$ cat config.mk
export PLATFORM = sky130hd
export DESIGN_NAME = json_string_unescape_utf8
export DESIGN_NICKNAME = d
export VERILOG_FILES = /design/src/sv/jsu_pkg.sv /design/src/sv/jsu_front.sv /design/src/sv/jsu_fifo.sv /design/src/sv/jsu_back.sv /design/src/sv/json_string_unescape_utf8.sv
export SDC_FILE = /design/constraint.sdc
export NUM_CORES = 1
export LEC_CHECK = 0
export BUFFER_PORTS_ARGS = -buffer_cell sky130_fd_sc_hd__buf_2
export CORE_MARGIN = 2
export CORE_UTILIZATION = 53
export CTS_CLUSTER_SIZE = 40
export DETAILED_ROUTE_END_ITERATION = 6
export GPL_TIMING_DRIVEN = 0
export HOLD_SLACK_MARGIN = 0.15
export PLACE_DENSITY_LB_ADDON = 0.3
export SLEW_MARGIN = 40
export SYNTH_ARGS = -nofsm -noshare
export SYNTH_HDL_FRONTEND = slang
export SYNTH_SLANG_ARGS = --single-unit
$ cat constraint.sdc
create_clock -name clk -period 6.8 [get_ports clk]
set_clock_uncertainty 0.2 [all_clocks]
set_input_delay 0.34 -clock clk [delete_from_list [all_inputs] [get_ports clk]]
set_output_delay 0.34 -clock clk [all_outputs]
set_load 0.1 [all_outputs]
$ cat src/sv/jsu_pkg.sv
package jsu_pkg;

    // Decoder modes, one per position in the string grammar
    typedef enum logic [2:0] {
        MODE_IDLE    = 3'd0,
        MODE_BODY    = 3'd1,
        MODE_ESC     = 3'd2,
        MODE_HEX1    = 3'd3,
        MODE_PAIR_BS = 3'd4,
        MODE_PAIR_U  = 3'd5,
        MODE_HEX2    = 3'd6,
        MODE_DRAIN   = 3'd7
    } mode_t;

    // Result kinds as they appear on out_kind
    typedef enum logic [1:0] {
        KIND_BYTE  = 2'd0,
        KIND_CLOSE = 2'd1,
        KIND_ERROR = 2'd2
    } kind_t;

    // Data carried by one queue entry
    typedef enum logic [1:0] {
        DATA_NONE = 2'd0,
        DATA_RAW  = 2'd1,
        DATA_CP   = 2'd2
    } data_t;

    // One queue entry: all results caused by one input beat
    typedef struct packed {
        data_t       data;
        logic [31:0] cp;       // code point, or raw byte in [7:0]
        logic        term_en;  // a close or error result follows the data
        kind_t       term;
    } rec_t;

    localparam int FIFO_DEPTH = 4;
    localparam int FIFO_AW    = $clog2(FIFO_DEPTH);

    localparam logic [7:0] CH_QUOTE = 8'h22;
    localparam logic [7:0] CH_BSL   = 8'h5C;
    localparam logic [7:0] CH_U     = 8'h75;

    localparam logic [31:0] SURR_HI_MIN = 32'h0000_D800;
    localparam logic [15:0] SURR_HI_LO  = 16'hD800;
    localparam logic [15:0] SURR_HI_HI  = 16'hDBFF;
    localparam logic [31:0] SURR_LO_MIN = 32'h0000_DC00;
    localparam logic [31:0] PLANE1      = 32'h0001_0000;

    // {valid, nibble}
    function automatic logic [4:0] hex_value(input logic [7:0] b);
        logic [4:0] r;
        r = 5'd0;
        if (b >= 8'h30 && b <= 8'h39) begin
            r = {1'b1, 4'(b - 8'h30)};
        end
        else if (b >= 8'h61 && b <= 8'h66) begin
            r = {1'b1, 4'(b - 8'h57)};
        end
        else if (b >= 8'h41 && b <= 8'h46) begin
            r = {1'b1, 4'(b - 8'h37)};
        end
        return r;
    endfunction

    function automatic logic is_ws(input logic [7:0] b);
        return (b == 8'h20) || (b >= 8'h09 && b <= 8'h0D);
    endfunction

    function automatic logic [7:0] map_escape(input logic [7:0] e);
        logic [7:0] r;
        unique case (e)
            8'h6E:   r = 8'h0A;
            8'h72:   r = 8'h0D;
            8'h74:   r = 8'h09;
            8'h62:   r = 8'h08;
            8'h66:   r = 8'h0C;
            default: r = e;
        endcase
        return r;
    endfunction

    function automatic logic [2:0] utf8_len(input logic [31:0] cp);
        logic [2:0] n;
        if (cp < 32'h80) n = 3'd1;
        else if (cp < 32'h800) n = 3'd2;
        else if (cp < PLANE1) n = 3'd3;
        else n = 3'd4;
        return n;
    endfunction

    function automatic logic [7:0] utf8_byte(input logic [31:0] cp, input logic [1:0] idx);
        logic [2:0] n;
        logic [7:0] r;
        n = utf8_len(cp);
        r = 8'h00;
        unique case (n)
            3'd1: r = cp[7:0];
            3'd2: begin
                unique case (idx)
                    2'd0:    r = 8'hC0 | cp[13:6];
                    default: r = 8'h80 | {2'b00, cp[5:0]};
                endcase
            end
            3'd3: begin
                unique case (idx)
                    2'd0:    r = 8'hE0 | cp[19:12];
                    2'd1:    r = 8'h80 | {2'b00, cp[11:6]};
                    default: r = 8'h80 | {2'b00, cp[5:0]};
                endcase
            end
            default: begin
                unique case (idx)
                    2'd0:    r = 8'hF0 | cp[25:18];
                    2'd1:    r = 8'h80 | {2'b00, cp[17:12]};
                    2'd2:    r = 8'h80 | {2'b00, cp[11:6]};
                    default: r = 8'h80 | {2'b00, cp[5:0]};
                endcase
            end
        endcase
        return r;
    endfunction

endpackage

$ cat src/sv/jsu_front.sv
module jsu_front (
    input  logic             clk,
    input  logic             rst_n,
    input  logic             in_valid,
    output logic             in_ready,
    input  logic [7:0]       in_byte,
    input  logic             source_end,
    input  logic             q_full,
    output logic             q_push,
    output jsu_pkg::rec_t    q_rec
);

    jsu_pkg::mode_t mode_reg, mode_next;
    logic [1:0]     dc_reg, dc_next;
    logic [15:0]    hi_reg, hi_next;
    logic [15:0]    lo_reg, lo_next;

    logic           accept;
    logic [4:0]     hexv;
    logic [15:0]    hi_shift;
    logic [15:0]    lo_shift;
    logic [31:0]    cp_pair;

    // classification of the current beat
    logic           closed;
    logic           bad;
    logic           fail;
    jsu_pkg::data_t data_kind;
    logic [31:0]    data_cp;

    assign in_ready = !q_full;
    assign accept   = in_valid && in_ready;
    assign hexv     = jsu_pkg::hex_value(in_byte);
    assign hi_shift = {hi_reg[11:0], hexv[3:0]};
    assign lo_shift = {lo_reg[11:0], hexv[3:0]};
    // wraps in 32 bits; low half is not range checked
    assign cp_pair  = jsu_pkg::PLANE1
                    + (({16'h0000, hi_reg} - jsu_pkg::SURR_HI_MIN) << 10)
                    + ({16'h0000, lo_shift} - jsu_pkg::SURR_LO_MIN);

    always_comb
    begin
        closed    = 1'b0;
        bad       = 1'b0;
        data_kind = jsu_pkg::DATA_NONE;
        data_cp   = 32'h0;
        unique case (mode_reg)
            jsu_pkg::MODE_IDLE: begin
                bad = (in_byte != jsu_pkg::CH_QUOTE) && !jsu_pkg::is_ws(in_byte);
            end
            jsu_pkg::MODE_BODY: begin
                if (in_byte == jsu_pkg::CH_QUOTE) begin
                    closed = 1'b1;
                end
                else if (in_byte != jsu_pkg::CH_BSL) begin
                    data_kind = jsu_pkg::DATA_RAW;
                    data_cp   = {24'h0, in_byte};
                end
            end
            jsu_pkg::MODE_ESC: begin
                if (in_byte != jsu_pkg::CH_U) begin
                    data_kind = jsu_pkg::DATA_RAW;
                    data_cp   = {24'h0, jsu_pkg::map_escape(in_byte)};
                end
            end
            jsu_pkg::MODE_HEX1: begin
                bad = !hexv[4];
                if (hexv[4] && dc_reg == 2'd3
                    && !(hi_shift >= jsu_pkg::SURR_HI_LO && hi_shift <= jsu_pkg::SURR_HI_HI)) begin
                    data_kind = jsu_pkg::DATA_CP;
                    data_cp   = {16'h0, hi_shift};
                end
            end
            jsu_pkg::MODE_PAIR_BS: begin
                bad = (in_byte != jsu_pkg::CH_BSL);
            end
            jsu_pkg::MODE_PAIR_U: begin
                bad = (in_byte != jsu_pkg::CH_U);
            end
            jsu_pkg::MODE_HEX2: begin
                bad = !hexv[4];
                if (hexv[4] && dc_reg == 2'd3) begin
                    data_kind = jsu_pkg::DATA_CP;
                    data_cp   = cp_pair;
                end
            end
            jsu_pkg::MODE_DRAIN: begin
                bad = 1'b0;
            end
        endcase
    end

    assign fail = (mode_reg != jsu_pkg::MODE_DRAIN) && (bad || (!closed && source_end));

    // next state
    always_comb
    begin
        mode_next = mode_reg;
        dc_next   = dc_reg;
        hi_next   = hi_reg;
        lo_next   = lo_reg;
        if (accept) begin
            unique case (mode_reg)
                jsu_pkg::MODE_IDLE: begin
                    if (in_byte == jsu_pkg::CH_QUOTE) mode_next = jsu_pkg::MODE_BODY;
                end
                jsu_pkg::MODE_BODY: begin
                    if (in_byte == jsu_pkg::CH_BSL) mode_next = jsu_pkg::MODE_ESC;
                end
                jsu_pkg::MODE_ESC: begin
                    if (in_byte == jsu_pkg::CH_U) begin
                        mode_next = jsu_pkg::MODE_HEX1;
                        dc_next   = 2'd0;
                        hi_next   = 16'h0;
                    end
                    else begin
                        mode_next = jsu_pkg::MODE_BODY;
                    end
                end
                jsu_pkg::MODE_HEX1: begin
                    if (hexv[4]) begin
                        hi_next = hi_shift;
                        if (dc_reg == 2'd3) begin
                            dc_next = 2'd0;
                            if (hi_shift >= jsu_pkg::SURR_HI_LO
                                && hi_shift <= jsu_pkg::SURR_HI_HI) begin
                                mode_next = jsu_pkg::MODE_PAIR_BS;
                            end
                            else begin
                                mode_next = jsu_pkg::MODE_BODY;
                            end
                        end
                        else begin
                            dc_next = 2'(dc_reg + 2'd1);
                        end
                    end
                end
                jsu_pkg::MODE_PAIR_BS: begin
                    mode_next = jsu_pkg::MODE_PAIR_U;
                end
                jsu_pkg::MODE_PAIR_U: begin
                    mode_next = jsu_pkg::MODE_HEX2;
                    dc_next   = 2'd0;
                    lo_next   = 16'h0;
                end
                jsu_pkg::MODE_HEX2: begin
                    if (hexv[4]) begin
                        lo_next = lo_shift;
                        if (dc_reg == 2'd3) begin
                            dc_next   = 2'd0;
                            mode_next = jsu_pkg::MODE_BODY;
                        end
                        else begin
                            dc_next = 2'(dc_reg + 2'd1);
                        end
                    end
                end
                jsu_pkg::MODE_DRAIN: begin
                    if (source_end) mode_next = jsu_pkg::MODE_IDLE;
                end
            endcase
            // a failure or a close overrides the transitions above
            if (fail) begin
                mode_next = source_end ? jsu_pkg::MODE_IDLE : jsu_pkg::MODE_DRAIN;
                dc_next   = 2'd0;
            end
            else if (closed) begin
                mode_next = jsu_pkg::MODE_IDLE;
            end
        end
    end

    // outputs towards the queue
    always_comb
    begin
        q_rec.data    = data_kind;
        q_rec.cp      = data_cp;
        q_rec.term_en = fail || closed;
        q_rec.term    = fail ? jsu_pkg::KIND_ERROR : jsu_pkg::KIND_CLOSE;
        q_push        = accept && (fail || closed || (data_kind != jsu_pkg::DATA_NONE));
    end

    always_ff @(posedge clk or negedge rst_n)
    begin
        if (!rst_n) begin
            mode_reg <= jsu_pkg::MODE_IDLE;
            dc_reg   <= 2'd0;
            hi_reg   <= 16'h0;
            lo_reg   <= 16'h0;
        end
        else begin
            mode_reg <= mode_next;
            dc_reg   <= dc_next;
            hi_reg   <= hi_next;
            lo_reg   <= lo_next;
        end
    end

endmodule

$ cat src/sv/jsu_fifo.sv
module jsu_fifo (
    input  logic          clk,
    input  logic          rst_n,
    input  logic          push,
    input  jsu_pkg::rec_t push_rec,
    input  logic          pop,
    output jsu_pkg::rec_t head_rec,
    output logic          empty,
    output logic          full
);

    jsu_pkg::rec_t                  entry_reg [jsu_pkg::FIFO_DEPTH];
    logic [jsu_pkg::FIFO_AW-1:0]    wr_ptr_reg, wr_ptr_next;
    logic [jsu_pkg::FIFO_AW-1:0]    rd_ptr_reg, rd_ptr_next;
    logic [jsu_pkg::FIFO_AW:0]      count_reg, count_next;

    assign empty    = (count_reg == '0);
    assign full     = (count_reg == (jsu_pkg::FIFO_AW+1)'(jsu_pkg::FIFO_DEPTH));
    assign head_rec = entry_reg[rd_ptr_reg];

    always_comb
    begin
        wr_ptr_next = push ? jsu_pkg::FIFO_AW'(wr_ptr_reg + 1'b1) : wr_ptr_reg;
        rd_ptr_next = pop  ? jsu_pkg::FIFO_AW'(rd_ptr_reg + 1'b1) : rd_ptr_reg;
        count_next  = count_reg;
        if (push && !pop) count_next = (jsu_pkg::FIFO_AW+1)'(count_reg + 1'b1);
        else if (pop && !push) count_next = (jsu_pkg::FIFO_AW+1)'(count_reg - 1'b1);
    end

    always_ff @(posedge clk)
    begin
        if (push) entry_reg[wr_ptr_reg] <= push_rec;
    end

    always_ff @(posedge clk or negedge rst_n)
    begin
        if (!rst_n) begin
            wr_ptr_reg <= '0;
            rd_ptr_reg <= '0;
            count_reg  <= '0;
        end
        else begin
            wr_ptr_reg <= wr_ptr_next;
            rd_ptr_reg <= rd_ptr_next;
            count_reg  <= count_next;
        end
    end

endmodule

$ cat src/sv/jsu_back.sv
module jsu_back (
    input  logic          clk,
    input  logic          rst_n,
    input  jsu_pkg::rec_t head_rec,
    input  logic          q_empty,
    output logic          q_pop,
    output logic          out_valid,
    input  logic          out_ready,
    output logic [1:0]    out_kind,
    output logic [7:0]    out_byte,
    output logic          run_last
);

    logic                 out_valid_reg, out_valid_next;
    jsu_pkg::kind_t       kind_reg, kind_next;
    logic [7:0]           byte_reg, byte_next;
    logic                 last_reg, last_next;
    logic [2:0]           pos_reg, pos_next;

    logic                 load;
    logic [2:0]           n_data;
    logic [2:0]           n_total;
    logic                 is_last;

    // one result leaves the head entry for each load
    assign load = !q_empty && (!out_valid_reg || out_ready);

    always_comb
    begin
        unique case (head_rec.data)
            jsu_pkg::DATA_RAW: n_data = 3'd1;
            jsu_pkg::DATA_CP:  n_data = jsu_pkg::utf8_len(head_rec.cp);
            default:           n_data = 3'd0;
        endcase
        n_total = 3'(n_data + {2'b00, head_rec.term_en});
        is_last = (pos_reg == 3'(n_total - 3'd1));
    end

    always_comb
    begin
        out_valid_next = out_valid_reg;
        kind_next      = kind_reg;
        byte_next      = byte_reg;
        last_next      = last_reg;
        pos_next       = pos_reg;
        q_pop          = 1'b0;
        if (load) begin
            out_valid_next = 1'b1;
            last_next      = is_last;
            if (pos_reg < n_data) begin
                kind_next = jsu_pkg::KIND_BYTE;
                byte_next = (head_rec.data == jsu_pkg::DATA_RAW)
                          ? head_rec.cp[7:0]
                          : jsu_pkg::utf8_byte(head_rec.cp, pos_reg[1:0]);
            end
            else begin
                kind_next = head_rec.term;
                byte_next = 8'h00;
            end
            if (is_last) begin
                q_pop    = 1'b1;
                pos_next = 3'd0;
            end
            else begin
                pos_next = 3'(pos_reg + 3'd1);
            end
        end
        else if (out_ready) begin
            out_valid_next = 1'b0;
        end
    end

    always_ff @(posedge clk or negedge rst_n)
    begin
        if (!rst_n) begin
            out_valid_reg <= 1'b0;
            pos_reg       <= 3'd0;
        end
        else begin
            out_valid_reg <= out_valid_next;
            pos_reg       <= pos_next;
        end
    end

    always_ff @(posedge clk)
    begin
        kind_reg <= kind_next;
        byte_reg <= byte_next;
        last_reg <= last_next;
    end

    assign out_valid = out_valid_reg;
    assign out_kind  = kind_reg;
    assign out_byte  = byte_reg;
    assign run_last  = last_reg;

endmodule

$ cat src/sv/json_string_unescape_utf8.sv
// JSON string decoder with UTF-8 output.
// Input channel (in_valid/in_ready): one source byte per beat, in_byte plus
// source_end, which marks the last byte of the source.
// Output channel (out_valid/out_ready): one result per beat. out_kind is a
// decoded byte, a close of the string, or an error; out_byte is zero unless
// a byte is carried; run_last marks the last result due to one input beat.
// An input beat gives 0 to 5 results (up to four UTF-8 bytes plus a close or
// error).
// Throughput: one input beat per cycle, limited by the output side at one
// result per cycle. The first result of a beat is registered in the queue
// and then in the output register before it is shown.
// Structure: the front decoder runs the grammar at one byte per cycle while
// in_ready is high and pushes one entry per productive beat into a 4-entry
// queue; the back end expands each entry into its results, one per cycle
// while the receiver accepts, into the output register. in_ready falls only when the queue is full.
// Reset puts the decoder in idle, awaiting whitespace or an opening quote,
// and empties queue and output register.
// A stalled receiver holds the output register; the queue then absorbs up to
// four productive beats before in_ready drops.
module json_string_unescape_utf8 (
    input  logic       clk,
    input  logic       rst_n,
    input  logic       in_valid,
    output logic       in_ready,
    input  logic [7:0] in_byte,
    input  logic       source_end,
    output logic       out_valid,
    input  logic       out_ready,
    output logic [1:0] out_kind,
    output logic [7:0] out_byte,
    output logic       run_last
);

    logic          q_push;
    logic          q_pop;
    logic          q_empty;
    logic          q_full;
    jsu_pkg::rec_t push_rec;
    jsu_pkg::rec_t head_rec;

    // grammar and code point assembly
    jsu_front u_front (
        .clk        (clk),
        .rst_n      (rst_n),
        .in_valid   (in_valid),
        .in_ready   (in_ready),
        .in_byte    (in_byte),
        .source_end (source_end),
        .q_full     (q_full),
        .q_push     (q_push),
        .q_rec      (push_rec)
    );

    // decouples decoding from result delivery
    jsu_fifo u_fifo (
        .clk      (clk),
        .rst_n    (rst_n),
        .push     (q_push),
        .push_rec (push_rec),
        .pop      (q_pop),
        .head_rec (head_rec),
        .empty    (q_empty),
        .full     (q_full)
    );

    // UTF-8 expansion and output register
    jsu_back u_back (
        .clk       (clk),
        .rst_n     (rst_n),
        .head_rec  (head_rec),
        .q_empty   (q_empty),
        .q_pop     (q_pop),
        .out_valid (out_valid),
        .out_ready (out_ready),
        .out_kind  (out_kind),
        .out_byte  (out_byte),
        .run_last  (run_last)
    );

    // never push into a full queue
    a_no_overflow: assert property (@(posedge clk) disable iff (!rst_n)
        q_push |-> !q_full)
        else $error("queue overflow");

    // never pop an empty queue
    a_no_underflow: assert property (@(posedge clk) disable iff (!rst_n)
        q_pop |-> !q_empty)
        else $error("queue underflow");

    // close and error results carry no byte and end their run
    a_term_last: assert property (@(posedge clk) disable iff (!rst_n)
        (out_valid && out_kind != jsu_pkg::KIND_BYTE) |-> (out_byte == 8'h00 && run_last))
        else $error("terminal result malformed");

    // an empty queue with no push and a ready receiver means nothing is shown next cycle
    a_idle_quiet: assert property (@(posedge clk) disable iff (!rst_n)
        (q_empty && !q_push && out_ready) |=> !out_valid)
        else $error("spurious result");

endmodule
==> flow_metrics.tcl <==
set metrics [dict create \
    drive_gt1_share_pct 12.4 \
    cts-root-buf "clkbuf_16" \
    clock.fmax_ghz 0.159 \
    worstSkewPairLatency_ns 0.50 \
    synth_ff_type "edfxtp_1" \
    setup_viol 0 \
    drtIter0Drc 493 \
    numPortBuffers 24 \
    synth_xor_area_share_pct 2.51 \
    syn_area_mm2 0.0104 \
    ys_seq_elements 203 \
    slew_headroom_pct 48.0 \
    grt_max_degree 45 \
    clk_pin_slew_ns 0.06 \
    num-nets-final 957 \
    ant_nets 0 \
    cellPowerDensity_mw_per_mm2 420 \
    hold_violations 0 \
    routedWlPerCell_um 18.7 \
    tns_ns 0 \
    htreeDepth 1 \
    worstMarginPinSlew_ns 0.774 \
    num_rows 51 \
    path_max_fanout 10 \
    synth_compound_area_share_pct 12.3 \
    yosys.area_share.simple_pct 11.8 \
    cts_buffers 21 \
    worstPathArrival_ns 6.50 \
    synth_cells 834 \
    synth_top_cell_area_share_pct 45.9 \
    critical_path_class "reg2reg" \
    cts_tree "built" \
    postPlaceCellArea_mm2 0.0109 \
    postCtsHoldBufs 4 \
    grtUsageTotal_pct 21.5 \
    vdd_drop_max_v 0.000162 \
    syn_nets 906 \
    period_share_pct 92.3 \
    antenna_cells 0 \
    end_kind "flip-flop" \
    post_cts_buffers 0 \
    synth_top_family_by_area "compound AO/OA/AOI/OAI gates" \
    synthToLayoutAreaGrowth_pct 10.8 \
    synth_warnings 0 \
    fin_area_mm2 0.0115 \
    p_leak_nw 4.33 \
    clock_tree.buffer_depth 3 \
    hold_path.class "in2async" \
    dieArea_mm2 0.0208 \
    synth.mux.area_fraction_pct 6.82 \
    place_hpwl_mm 15.1 \
    io_pins 26 \
    drc 0 \
    vias 6925 \
    yosysSeqAreaShare_pct 56.5 \
    outcome "complete, no violations" \
    reg2reg_slack_ns 0.52 \
    coreArea_mm2 0.0193 \
    async_reset_ff_share_pct 21.7 \
    cp-start-kind "flip-flop" \
    finalWirelength_mm 21.8 \
    drv_slew 0 \
    die_h_um 144 \
    synth_area_leaders "edfxtp_1 46%, dfrtp_1 11%, ha_1 6.9%" \
    firstDrtPassIters 7 \
    grt_pass1_wl_mm 34.7 \
    drv_cap 0 \
    antenna_found_initial 0 \
    place.gp.congestion 0.943 \
    syn_avg_cell_area_um2 12.5 \
    period_needed_ns 6.28 \
    yosysTopAreaCell "edfxtp_1" \
    viasPerCell 5.94 \
    grt_pass1_vias 6545 \
    start_util_pct 53.8 \
    rsz0062_at_grt "no" \
    clock-sinks 203 \
    worstPathRequired_ns 7.03 \
    die_w_um 144 \
    synth_fa_ha_area_share_pct 7.24 \
    synth_cell_types 78 \
    place_inst 1123 \
    final_cells 1165 \
    cts-resized-gates 0 \
    largest_reg_flops 148 \
    synth_edf_count 159 \
    grt.overflow.total 0 \
]
-- final cells by class --
| class | instances | area [um2] |
|---|---|---|
| inverters | 40 | 150 |
| repair buffers | 28 | 163 |
| plain buffers | 33 | 145 |
| fillers | 1520 | 7810 |
| clock inverters | 12 | 75.1 |
| clock buffers | 26 | 544 |
| multi-input cells | 558 | 4240 |
| flip-flops and latches | 203 | 5880 |
| well taps | 265 | 332 |
-- cells in the mapped netlist, drive strengths merged (10+ instances only) --
master	n
a21o	10
a21oi	37
a22o	17
and2	13
clkbuf	25
dfrtp	44
edfxtp	159
ha	57
inv	40
mux4	27
nand2	93
nand2b	18
nand3	17
nor2	49
nor3	22
nor4	11
o21ai	45
xnor2	15
xor2	14
-- worst paths after layout --
| path | end | cells after the start | from |
|---|---|---|---|
| worst max-delay path | u_fifo.count_reg[2] | 22 | u_fifo.rd_ptr_reg[1] |
| worst min-delay path | u_back.pos_reg[2] | 2 | rst_n |
| worst max register to register | u_fifo.count_reg[2] | 22 | u_fifo.rd_ptr_reg[1] |
| worst min register to register | u_fifo.count_reg[2] | 1 | u_fifo.count_reg[2] |
| max in group asynchronous | u_front.hi_reg[10] | 2 | rst_n |
| min in group clk | u_fifo.entry_reg[1][9] | 3 | in_byte[6] |
-- cell families (layout without fill, tap and decap cells) --
kind of cell    after synthesis  after routing
fa+ha+maj                    59             59
simple gates                251            251
xor+xnor                     29             29
mux                          36             36
flops                       203            203
compound gates              183            183
buf+inv                      73            139
-- stage by stage --
| step | util [%] | hold WS, ns | setup WS, ns | total power, mW |
|---|---|---|---|---|
| 4_1_cts | 59.6 | 0.159 | 0.468 | 4.87 |
| 2_1_floorplan | - | -0.156 | 1.78 | 3.35 |
| 3_5_place_dp | 56.2 | 0.180 | 0.544 | 3.81 |
| 3_3_place_gp | 56.2 | 0.275 | 0.597 | 3.78 |
| 6_report | 59.6 | 0.177 | 0.522 | 4.85 |
| 5_1_grt | 59.6 | 0.230 | 0.140 | 5.12 |
-- placed cells by master, fill, tap and decap left out, drive strengths merged, types with 6 or more instances in the layout --
cell type  synthesis  routed
clkbuf            25      51
a21o              10      10
a222oi             6       6
nor2b              6       6
clkinv             0       8
mux4              27      27
inv               40      42
nor3              22      22
nand3             17      17
buf                8      32
ha                57      57
nor4              11      11
o22ai              6       6
nand2             93      93
mux2i              6       6
nor2              49      49
a22o              17      17
o31ai              9       9
and2              13      13
and3               6       6
xnor2             15      15
a211oi             6       6
o21ai             45      45
a22oi              8       8
xor2              14      14
a21oi             37      37
edfxtp           159     159
dfrtp             44      44
nand2b            18      18
-- per-layer routing --
metal	up-vias	GRT usage, %	share of wire [%]
li1	3260	-	-
met1	3409	30.8	45
met2	217	33.9	47
met3	39	3.74	6.0
met4	0	6.50	2.4
met5	-	0	0
-- worst max-delay path, cell delays in order, from the launching register on --
cell and delay [ns]:
dfrtp_1 0.39, buf_2 0.29, clkbuf_1 0.51, clkbuf_1 0.61
mux4_2 0.45, inv_1 0.08, ha_1 0.14, clkbuf_1 0.35
inv_1 0.24, o22ai_2 0.28, inv_1 0.07, ha_1 0.20
ha_1 0.28, xor2_1 0.14, nand2_1 0.15, nor3_1 0.09
mux2i_2 0.49, ha_1 0.30, inv_1 0.07, fa_1 0.43
xor2_1 0.17, nor2_1 0.11, xor2_1 0.15
-- power breakdown --
part | internal [mW] | total [mW] | switching [mW]
clock | 0.575 | 1.04 | 0.469
combinational | 0.675 | 1.99 | 1.31
sequential | 1.71 | 1.82 | 0.104
No activity file was read; power rests on OpenSTA's default activity.
